### src/sv/tga_rle_pixel_decoder_unit_macros.svh
// Assertion macros for the TGA RLE decoder modules; tgarle_back uses them.
// Each use expects clk and rst_n in scope.
`ifndef TGA_RLE_PIXEL_DECODER_UNIT_MACROS_SVH
`define TGA_RLE_PIXEL_DECODER_UNIT_MACROS_SVH
`ifndef SYNTHESIS
// Same-cycle implication.
`define TGARLE_ASSERT_IMPL(label, ante, cons) \
    label: assert property (@(posedge clk) disable iff (!rst_n) (ante) |-> (cons)) \
        else $error("tgarle: same-cycle check failed");
// Next-cycle implication.
`define TGARLE_ASSERT_NEXT(label, ante, cons) \
    label: assert property (@(posedge clk) disable iff (!rst_n) (ante) |=> (cons)) \
        else $error("tgarle: next-cycle check failed");
`else
`define TGARLE_ASSERT_IMPL(label, ante, cons)
`define TGARLE_ASSERT_NEXT(label, ante, cons)
`endif
`endif

### src/sv/tgarle_pkg.sv
`timescale 1ns / 1ps
`default_nettype none

package tgarle_pkg;

    // Packet header split: below RUN_BASE is raw, else run of (header - RUN_BIAS)
    localparam logic [7:0] RUN_BASE = 8'd128;
    localparam logic [7:0] RUN_BIAS = 8'd127;

    // Configuration register indexes
    localparam logic [1:0] CFG_BPP    = 2'd0;
    localparam logic [1:0] CFG_WIDTH  = 2'd1;
    localparam logic [1:0] CFG_HEIGHT = 2'd2;

    // One classified stream byte, front to back
    typedef struct packed {
        logic        start;
        logic        is_pixel;
        logic [31:0] gather;
        logic [7:0]  count;
        logic [9:0]  span;       // count * depth
        logic [8:0]  span_less;  // (count - 1) * depth
    } token_t;

    // One run result
    typedef struct packed {
        logic [31:0] pixel;
        logic [7:0]  count;
        logic [33:0] offset;
        logic        done;
        logic        clamped;
    } result_t;

    // Token queue status
    typedef struct packed {
        logic full;
        logic empty;
    } qstat_t;

    // Pixel depth in bytes: zero acts as one, above four acts as four
    function automatic logic [2:0] depth_of(input logic [2:0] bpp);
        logic [2:0] d;
        d = bpp;
        if (bpp == 3'd0) d = 3'd1;
        else if (bpp > 3'd4) d = 3'd4;
        return d;
    endfunction

endpackage

`default_nettype wire

### src/sv/tga_rle_pixel_decoder_unit.sv
`timescale 1ns / 1ps
`default_nettype none
// Channel   Direction  Handshake                 Payload
// input     in         push / full               stream_byte, start_image
// result    out        empty / pop               run_pixel, run_count, start_offset,
//                                                image_done, run_clamped
// config    in         cfg_valid / cfg_ready     cfg_index, cfg_data
//
// One byte transfers per cycle while full is low; the token of a pixel's last byte is
// registered in the token queue, then its result in the result queue, before it shows.
// The token queue between parser and offset stage and the result queue hold two entries
// each, so queue back-up only raises full when both fill behind a stalled pop.
// A config transfer holds full high while the image size product (width * height,
// then times depth) settles through its two register stages, prod_reg then size_reg.
// Reset clears all packet, offset and queue state; config returns to 4 / 1 / 1.

module tga_rle_pixel_decoder_unit (
    input  wire logic        clk,
    input  wire logic        rst_n,
    input  wire logic        push,
    output logic             full,
    input  wire logic [7:0]  stream_byte,
    input  wire logic        start_image,
    output logic             empty,
    input  wire logic        pop,
    output logic [31:0]      run_pixel,
    output logic [7:0]       run_count,
    output logic [33:0]      start_offset,
    output logic             image_done,
    output logic             run_clamped,
    input  wire logic        cfg_valid,
    output logic             cfg_ready,
    input  wire logic [1:0]  cfg_index,
    input  wire logic [15:0] cfg_data
);

    logic [2:0]  bpp_reg;
    logic [15:0] width_reg, height_reg;
    logic [31:0] prod_reg;
    logic [33:0] size_reg;
    logic [1:0]  settle_reg;
    logic [2:0]  depth;
    logic        in_accept, cfg_write;

    tgarle_pkg::token_t  front_tok, head_tok;
    tgarle_pkg::qstat_t  qstat;
    tgarle_pkg::result_t res;
    logic                tok_pop;

    assign cfg_ready = 1'b1;
    assign cfg_write = cfg_valid && cfg_ready;
    assign depth     = tgarle_pkg::depth_of(bpp_reg);
    // hold input off while the size pipeline catches up with a config transfer
    assign full      = qstat.full || (settle_reg != 2'd0);
    assign in_accept = push && !full;

    // Config registers and the registered image size
    always_ff @(posedge clk or negedge rst_n)
    begin
        if (!rst_n)
        begin
            bpp_reg    <= 3'd4;
            width_reg  <= 16'd1;
            height_reg <= 16'd1;
            prod_reg   <= 32'd1;
            size_reg   <= 34'd4;
            settle_reg <= 2'd0;
        end
        else
        begin
            if (cfg_write)
            begin
                case (cfg_index)
                    tgarle_pkg::CFG_BPP:    bpp_reg    <= cfg_data[2:0];
                    tgarle_pkg::CFG_WIDTH:  width_reg  <= cfg_data;
                    tgarle_pkg::CFG_HEIGHT: height_reg <= cfg_data;
                    default: ;  // unused index: drop the write
                endcase
                settle_reg <= 2'd2;
            end
            else if (settle_reg != 2'd0)
            begin
                settle_reg <= settle_reg - 2'd1;
            end
            prod_reg <= {16'd0, width_reg} * {16'd0, height_reg};
            size_reg <= {2'b00, prod_reg} * {31'd0, depth};
        end
    end

    // Front: parse headers and gather pixel bytes
    tgarle_front u_front (
        .clk      (clk),
        .rst_n    (rst_n),
        .depth    (depth),
        .accept   (in_accept),
        .in_byte  (stream_byte),
        .in_start (start_image),
        .tok      (front_tok)
    );

    // Short queue decoupling the parser from the offset stage
    tgarle_token_queue u_queue (
        .clk       (clk),
        .rst_n     (rst_n),
        .push      (in_accept),
        .push_data (front_tok),
        .pop       (tok_pop),
        .head      (head_tok),
        .stat      (qstat)
    );

    // Back: advance offset, clamp at image end, drop bytes after the end
    tgarle_back u_back (
        .clk       (clk),
        .rst_n     (rst_n),
        .size      (size_reg),
        .depth     (depth),
        .tok       (head_tok),
        .tok_valid (!qstat.empty),
        .tok_pop   (tok_pop),
        .pop       (pop),
        .out_empty (empty),
        .res       (res)
    );

    assign run_pixel    = res.pixel;
    assign run_count    = res.count;
    assign start_offset = res.offset;
    assign image_done   = res.done;
    assign run_clamped  = res.clamped;

endmodule

`default_nettype wire

### src/sv/tgarle_front.sv
`timescale 1ns / 1ps
`default_nettype none

module tgarle_front (
    input  wire logic                clk,
    input  wire logic                rst_n,
    input  wire logic [2:0]          depth,
    input  wire logic                accept,
    input  wire logic [7:0]          in_byte,
    input  wire logic                in_start,
    output tgarle_pkg::token_t       tok
);

    logic        expect_reg, expect_next;
    logic        run_reg, run_next;
    logic [7:0]  left_reg, left_next;
    logic [1:0]  bip_reg, bip_next;
    logic [31:0] gather_reg, gather_next;

    logic        e_expect, e_run;
    logic [7:0]  e_left;
    logic [1:0]  e_bip;
    logic [31:0] e_gather, gather_or;
    logic [7:0]  count;
    logic [9:0]  span;

    always_comb
    begin
        // a start marker clears packet state before the byte is parsed
        e_expect = in_start ? 1'b1  : expect_reg;
        e_run    = in_start ? 1'b0  : run_reg;
        e_left   = in_start ? 8'd0  : left_reg;
        e_bip    = in_start ? 2'd0  : bip_reg;
        e_gather = in_start ? 32'd0 : gather_reg;

        gather_or = e_gather | ({24'd0, in_byte} << {e_bip, 3'b000});
        count     = e_run ? e_left : 8'd1;
        span      = {2'd0, count} * {7'd0, depth};

        expect_next = e_expect;
        run_next    = e_run;
        left_next   = e_left;
        bip_next    = e_bip;
        gather_next = e_gather;

        tok.start     = in_start;
        tok.is_pixel  = 1'b0;
        tok.gather    = gather_or;
        tok.count     = count;
        tok.span      = span;
        tok.span_less = 9'(span - {7'd0, depth});

        if (e_expect)
        begin
            expect_next = 1'b0;
            bip_next    = 2'd0;
            gather_next = 32'd0;
            if (in_byte < tgarle_pkg::RUN_BASE)
            begin
                run_next  = 1'b0;
                left_next = in_byte + 8'd1;
            end
            else
            begin
                run_next  = 1'b1;
                left_next = in_byte - tgarle_pkg::RUN_BIAS;
            end
        end
        else if (({1'b0, e_bip} + 3'd1) < depth)
        begin
            bip_next    = e_bip + 2'd1;
            gather_next = gather_or;
        end
        else
        begin
            // last byte of a pixel: hand it to the back end
            tok.is_pixel = 1'b1;
            bip_next     = 2'd0;
            gather_next  = 32'd0;
            left_next    = e_run ? 8'd0 : e_left - 8'd1;
            expect_next  = (left_next == 8'd0);
        end
    end

    always_ff @(posedge clk or negedge rst_n)
    begin
        if (!rst_n)
        begin
            expect_reg <= 1'b1;
            run_reg    <= 1'b0;
            left_reg   <= 8'd0;
            bip_reg    <= 2'd0;
            gather_reg <= 32'd0;
        end
        else if (accept)
        begin
            expect_reg <= expect_next;
            run_reg    <= run_next;
            left_reg   <= left_next;
            bip_reg    <= bip_next;
            gather_reg <= gather_next;
        end
    end

endmodule

`default_nettype wire

### src/sv/tgarle_token_queue.sv
`timescale 1ns / 1ps
`default_nettype none

module tgarle_token_queue (
    input  wire logic                clk,
    input  wire logic                rst_n,
    input  wire logic                push,
    input  wire tgarle_pkg::token_t  push_data,
    input  wire logic                pop,
    output tgarle_pkg::token_t       head,
    output tgarle_pkg::qstat_t       stat
);

    tgarle_pkg::token_t mem_reg [2];
    logic       wr_reg, rd_reg;
    logic [1:0] cnt_reg, cnt_next;
    logic       do_push, do_pop;

    assign stat.full  = (cnt_reg == 2'd2);
    assign stat.empty = (cnt_reg == 2'd0);
    assign do_push    = push && !stat.full;
    assign do_pop     = pop && !stat.empty;
    assign head       = mem_reg[rd_reg];

    always_comb
    begin
        cnt_next = cnt_reg;
        if (do_push && !do_pop) cnt_next = cnt_reg + 2'd1;
        else if (do_pop && !do_push) cnt_next = cnt_reg - 2'd1;
    end

    always_ff @(posedge clk)
    begin
        if (do_push) mem_reg[wr_reg] <= push_data;
    end

    always_ff @(posedge clk or negedge rst_n)
    begin
        if (!rst_n)
        begin
            wr_reg  <= 1'b0;
            rd_reg  <= 1'b0;
            cnt_reg <= 2'd0;
        end
        else
        begin
            if (do_push) wr_reg <= !wr_reg;
            if (do_pop) rd_reg <= !rd_reg;
            cnt_reg <= cnt_next;
        end
    end

endmodule

`default_nettype wire

### src/sv/tgarle_back.sv
`timescale 1ns / 1ps
`default_nettype none
`include "tga_rle_pixel_decoder_unit_macros.svh"

module tgarle_back (
    input  wire logic                clk,
    input  wire logic                rst_n,
    input  wire logic [33:0]         size,
    input  wire logic [2:0]          depth,
    input  wire tgarle_pkg::token_t  tok,
    input  wire logic                tok_valid,
    output logic                     tok_pop,
    input  wire logic                pop,
    output logic                     out_empty,
    output tgarle_pkg::result_t      res
);

    localparam logic [17:0] DIV3_MUL = 18'd171;  // ceil(2^9 / 3)

    logic [34:0] off_reg, off_next;
    logic        fin_reg, fin_next;

    logic [34:0] eff_off;
    logic        eff_fin;
    logic [35:0] diff;
    logic [34:0] remain;
    logic        past, clamped, done, emit;
    logic [9:0]  r_ext, room;
    logic [17:0] div3_prod;

    tgarle_pkg::result_t res_in;
    tgarle_pkg::result_t out_mem_reg [2];
    logic       out_wr_reg, out_rd_reg;
    logic [1:0] out_cnt_reg, out_cnt_next;
    logic       out_full, out_pop;

    assign out_full  = (out_cnt_reg == 2'd2);
    assign out_empty = (out_cnt_reg == 2'd0);
    assign out_pop   = pop && !out_empty;
    assign tok_pop   = tok_valid && !out_full;
    assign res       = out_mem_reg[out_rd_reg];

    always_comb
    begin
        eff_off = tok.start ? 35'd0 : off_reg;
        eff_fin = tok.start ? 1'b0 : fin_reg;
        diff    = {2'b00, size} - {1'b0, eff_off};
        remain  = diff[34:0];
        past    = diff[35] || (diff == 36'd0);

        // clamp when the last pixel of the run starts at or past the end
        clamped = (remain[34:9] == 26'd0) && (tok.span_less >= remain[8:0]);
        done    = (remain[34:10] == 25'd0) && (tok.span >= remain[9:0]);

        // pixels left = ceil(remain / depth); only read when clamped
        r_ext     = {1'b0, remain[8:0]};
        div3_prod = {8'd0, r_ext + 10'd2} * DIV3_MUL;
        case (depth)
            3'd2:    room = (r_ext + 10'd1) >> 1;
            3'd3:    room = {1'b0, div3_prod[17:9]};
            3'd4:    room = (r_ext + 10'd3) >> 2;
            default: room = r_ext;
        endcase

        emit = tok_pop && !eff_fin && !past && tok.is_pixel;

        res_in.pixel   = tok.gather;
        res_in.count   = clamped ? room[7:0] : tok.count;
        res_in.offset  = eff_off[33:0];
        res_in.done    = done;
        res_in.clamped = clamped;

        off_next = eff_off;
        fin_next = eff_fin;
        if (!eff_fin)
        begin
            if (past) fin_next = 1'b1;
            else if (tok.is_pixel)
            begin
                off_next = eff_off + {25'd0, tok.span};
                if (done) fin_next = 1'b1;
            end
        end

        out_cnt_next = out_cnt_reg;
        if (emit && !out_pop) out_cnt_next = out_cnt_reg + 2'd1;
        else if (out_pop && !emit) out_cnt_next = out_cnt_reg - 2'd1;
    end

    always_ff @(posedge clk)
    begin
        if (emit) out_mem_reg[out_wr_reg] <= res_in;
    end

    always_ff @(posedge clk or negedge rst_n)
    begin
        if (!rst_n)
        begin
            off_reg     <= 35'd0;
            fin_reg     <= 1'b0;
            out_wr_reg  <= 1'b0;
            out_rd_reg  <= 1'b0;
            out_cnt_reg <= 2'd0;
        end
        else
        begin
            if (tok_pop)
            begin
                off_reg <= off_next;
                fin_reg <= fin_next;
            end
            if (emit) out_wr_reg <= !out_wr_reg;
            if (out_pop) out_rd_reg <= !out_rd_reg;
            out_cnt_reg <= out_cnt_next;
        end
    end

    `TGARLE_ASSERT_IMPL(a_clamp_implies_done, emit && clamped, done)
    `TGARLE_ASSERT_NEXT(a_done_sets_fin, emit && done, fin_reg)
    `TGARLE_ASSERT_NEXT(a_offset_step, emit, off_reg == $past(eff_off) + {25'd0, $past(tok.span)})

endmodule

`default_nettype wire
### config.mk
export PLATFORM = sky130hd
export DESIGN_NAME = tga_rle_pixel_decoder_unit
export DESIGN_NICKNAME = d
export VERILOG_FILES = /design/src/sv/tgarle_pkg.sv /design/src/sv/tga_rle_pixel_decoder_unit.sv /design/src/sv/tgarle_front.sv /design/src/sv/tgarle_token_queue.sv /design/src/sv/tgarle_back.sv
export VERILOG_INCLUDE_DIRS = /design/src /design/src/sv
export SDC_FILE = /design/constraint.sdc
export NUM_CORES = 2
export LEC_CHECK = 0
export ABC_AREA = 1
export ABC_CLOCK_PERIOD_IN_PS = 7380
export BUFFER_PORTS_ARGS = -buffer_cell sky130_fd_sc_hd__buf_4
export CAP_MARGIN = 25
export CORE_MARGIN = 2
export CORE_UTILIZATION = 58
export CTS_CLUSTER_SIZE = 40
export DETAILED_ROUTE_END_ITERATION = 7
export PLACE_DENSITY = 0.81
export SYNTH_ARGS = -nofsm -noshare
export SYNTH_HDL_FRONTEND = slang
export SYNTH_SLANG_ARGS = --single-unit
### constraint.sdc
create_clock -name clk -period 7.38 [get_ports clk]
set_clock_uncertainty 0.05 [all_clocks]
set_input_delay 1.476 -clock clk [delete_from_list [all_inputs] [get_ports clk]]
set_output_delay 1.476 -clock clk [all_outputs]
set_load 0.005 [all_outputs]
==> impl_results.md <==
- CTS sink cnt: 465
- Clk root buf: clkbuf_16
- Final setup viols: 0
- Hold-fix buffers at CTS: 0
- GRT Util Overall: 0.285
- DR vias/cell: 5.41
- Die width: between 200 and 300 um
- Initial core utilization: 0.585
- Post-Route WL: slightly above 90000 um
- Unique cell type count in the Yosys netlist: between 50 and 60
- Io pins: 111
- Avg WL per Cell: 16.7 um
- Syn_nets: 5127
- Achievable Freq: roughly 0.15 GHz
- Final HPWL DP: just over 70000 um
- Vias in the first global route: 29100
- Slew HR: 0.416
- PortBufs: 109
- CP required: 7690 ps
- Core area: about 0.063 mm2
- Final slew viol count: 0
- Remaining routing DRC violations: 0
- Row Count: 92
- Detailed-router iteration count before antenna repair: 6
- Post-synth EDFFs: 274
- Post-layout nets: 5187
- Final period util: 0.931
- CP max-delay cell: fa_1
- Gpl congestion: about 1
- Crit path capture type: register
- Post-synth top area cell: edfxtp_1
- Flops & latches, synth: 465
- Post-cts sizing count: 0
- Min-delay worst type: register to register
- Initial DRC count: about 2900
- CTS HTree Levels: 2
- Final setup TNS: 0 ps
- Max-cap violations: 0
- Ranking of synthesized cells by area: edfxtp_1 22%, nand2_1 15%, fa_1 14%
- Post-Synthesis Mean Instance Area: 8.04 um2
- CTS tree: built
- Cts bufs inserted: 48
- N_diodes: 0
- Min cycle time layout: ~6900 ps
- Clock buffer depth: 3
- Layout cell share with drive strength beyond 1: 0.0614
- Initial antenna violation count: 0
- Max reg flops: 152
- Worst-path clk slew: roughly 60 ps
- Global-route wire length before repair: roughly 150000 um
- CP arrival: 7180 ps
- Status: complete, no violations
- CP peak stage delay: 550 ps
- Die height: 256 um
- Critical path peak fanout: 6
- Endpoints failing hold: 0
- Clk Latency, worst-skew pair: 620 ps
- Overflow after GRT: 0
- Synth Cell Area: 0.0368 mm2
- Kind of critical path: register to register
- Synth top area share: 0.224
- CP Launch Type: register
- Yosys warnings: 0
- Setup Fix Bufs, Post-CTS: 0
- Worst slew pin tran: 875 ps
- Crit path top cell by count: nand2_1
- Sequential area share after synthesis: 0.354
- Antenna Nets Post-Route: 0
- Main flop type after synthesis: edfxtp_1
- Async SR Flop Fraction: 0.411
- Routed via count: 29900
- Post-Syn Instances: around 4600
- Largest net degree at the start of global routing: 114
- Die Area: 0.0655 mm2
- Area grow syn2layout: 9.20%
==> per-layer routing <==
layer	global-route usage	vias to the layer above	wire length, um
met3	0.0409	243	6460
met1	0.379	14300	37600
met5	0	-	0
met4	0.0968	0	3260
met2	0.480	1092	44800
li1	-	14300	-
==> cell families (layout without fill, tap and decap cells) <==
logic type,count (synthesis),in the layout,synth area share
AND/OR/NAND/NOR,2034,2034,0.223
adder cells (fa/ha/maj),518,518,0.227
other,1,1,0.000102
flip-flops,465,465,0.354
AO/OA/AOI/OAI,378,378,0.0583
buffers and inverters,1057,1156,0.108
multiplexers,1,1,0.000272
XOR/XNOR,123,123,0.0301
==> final timing paths <==
kind	from	to	slack [ps]	depth (start not counted)
worst min-delay path	u_back.off_reg[9]$_DFFE_PN0P_	u_back.off_reg[9]$_DFFE_PN0P_	430	2
worst max-delay path	u_queue.rd_reg$_DFFE_PN0P_	u_back.out_mem_reg[0][39]$_DFFE_PP_	510	35
worst min register to register	u_back.off_reg[9]$_DFFE_PN0P_	u_back.off_reg[9]$_DFFE_PN0P_	430	2
worst max register to register	u_queue.rd_reg$_DFFE_PN0P_	u_back.out_mem_reg[0][39]$_DFFE_PP_	510	35
max in group asynchronous	rst_n	u_queue.rd_reg$_DFFE_PN0P_	5250	3
min in group asynchronous	rst_n	u_front.gather_reg[26]$_DFFE_PN0P_	630	1
==> cells in the mapped netlist, drive strengths merged, types with 6 or more instances <==
master  instances
nor4           17
o21ai         137
nor2          276
buf            14
xnor2          36
o221ai          6
o211ai         10
dfstp           6
a21boi         10
a21o            7
o21bai         13
a221oi          6
nand4          54
a21oi         134
xor2           87
nand3         131
o21a            6
inv           916
edfxtp        274
o22ai          26
dfrtp         185
a31oi           8
clkbuf        124
nand2        1502
ha            268
fa            250
nor3           37
==> placed cells by master, fill, tap and decap left out, drive strengths merged, types with 2 or more instances in the layout <==
cell | synthesis | layout
a22oi | 2 | 2
o22ai | 26 | 26
nor3 | 37 | 37
o211ai | 10 | 10
xnor2 | 36 | 36
a21boi | 10 | 10
nor4 | 17 | 17
nand3b | 5 | 5
fa | 250 | 250
nor2 | 276 | 276
clkinv | 3 | 18
and2 | 5 | 5
xor2 | 87 | 87
dfstp | 6 | 6
dfrtp | 185 | 185
a31oi | 8 | 8
buf | 14 | 147
o21bai | 13 | 13
o21a | 6 | 6
clkbuf | 124 | 64
a21o | 7 | 7
bufinv | 0 | 4
o2111ai | 5 | 5
clkinvlp | 0 | 3
o221ai | 6 | 6
o21ai | 137 | 137
o31ai | 3 | 3
a221oi | 6 | 6
a21oi | 134 | 134
nand2 | 1502 | 1502
or2 | 5 | 5
ha | 268 | 268
inv | 916 | 920
nand3 | 131 | 131
edfxtp | 274 | 274
nand4 | 54 | 54
==> cell type report <==
cell class | count | area, um2
clock buffer | 63 | 1300
clock inverter | 26 | 322
fill | 5302 | 22800
inverter | 919 | 3450
multi-input combinational | 3055 | 19900
sequential | 465 | 13000
tap | 846 | 1060
timing repair buffer | 148 | 1180
==> critical path, delay by kind of cell (launching register included) <==
family | cells | cell delay [ps]
AO/OA/AOI/OAI | 3 | 520
XOR/XNOR | 1 | 200
adder cells (fa/ha/maj) | 6 | 2560
buffers and inverters | 7 | 690
flip-flops | 1 | 410
AND/OR/NAND/NOR | 18 | 2180
==> through the flow <==
step | cell area (um2) | worst slack (ps) | utilization | cells | hold slack (ps)
2_1_floorplan | 36800 | 273 | - | 4577 | 399
3_3_place_gp | 38500 | 538 | 0.611 | 5428 | 415
3_5_place_dp | 38500 | 422 | 0.611 | 5430 | 415
4_1_cts | 40100 | 417 | 0.637 | 5519 | 432
5_1_grt | 40200 | -2.05 | 0.638 | 5522 | 453
6_report | 40200 | 511 | 0.638 | 5522 | 433
Power is left out: the tool's default activity adds up to more than one toggle a clock period on the data nets, which glitch-free logic cannot reach.
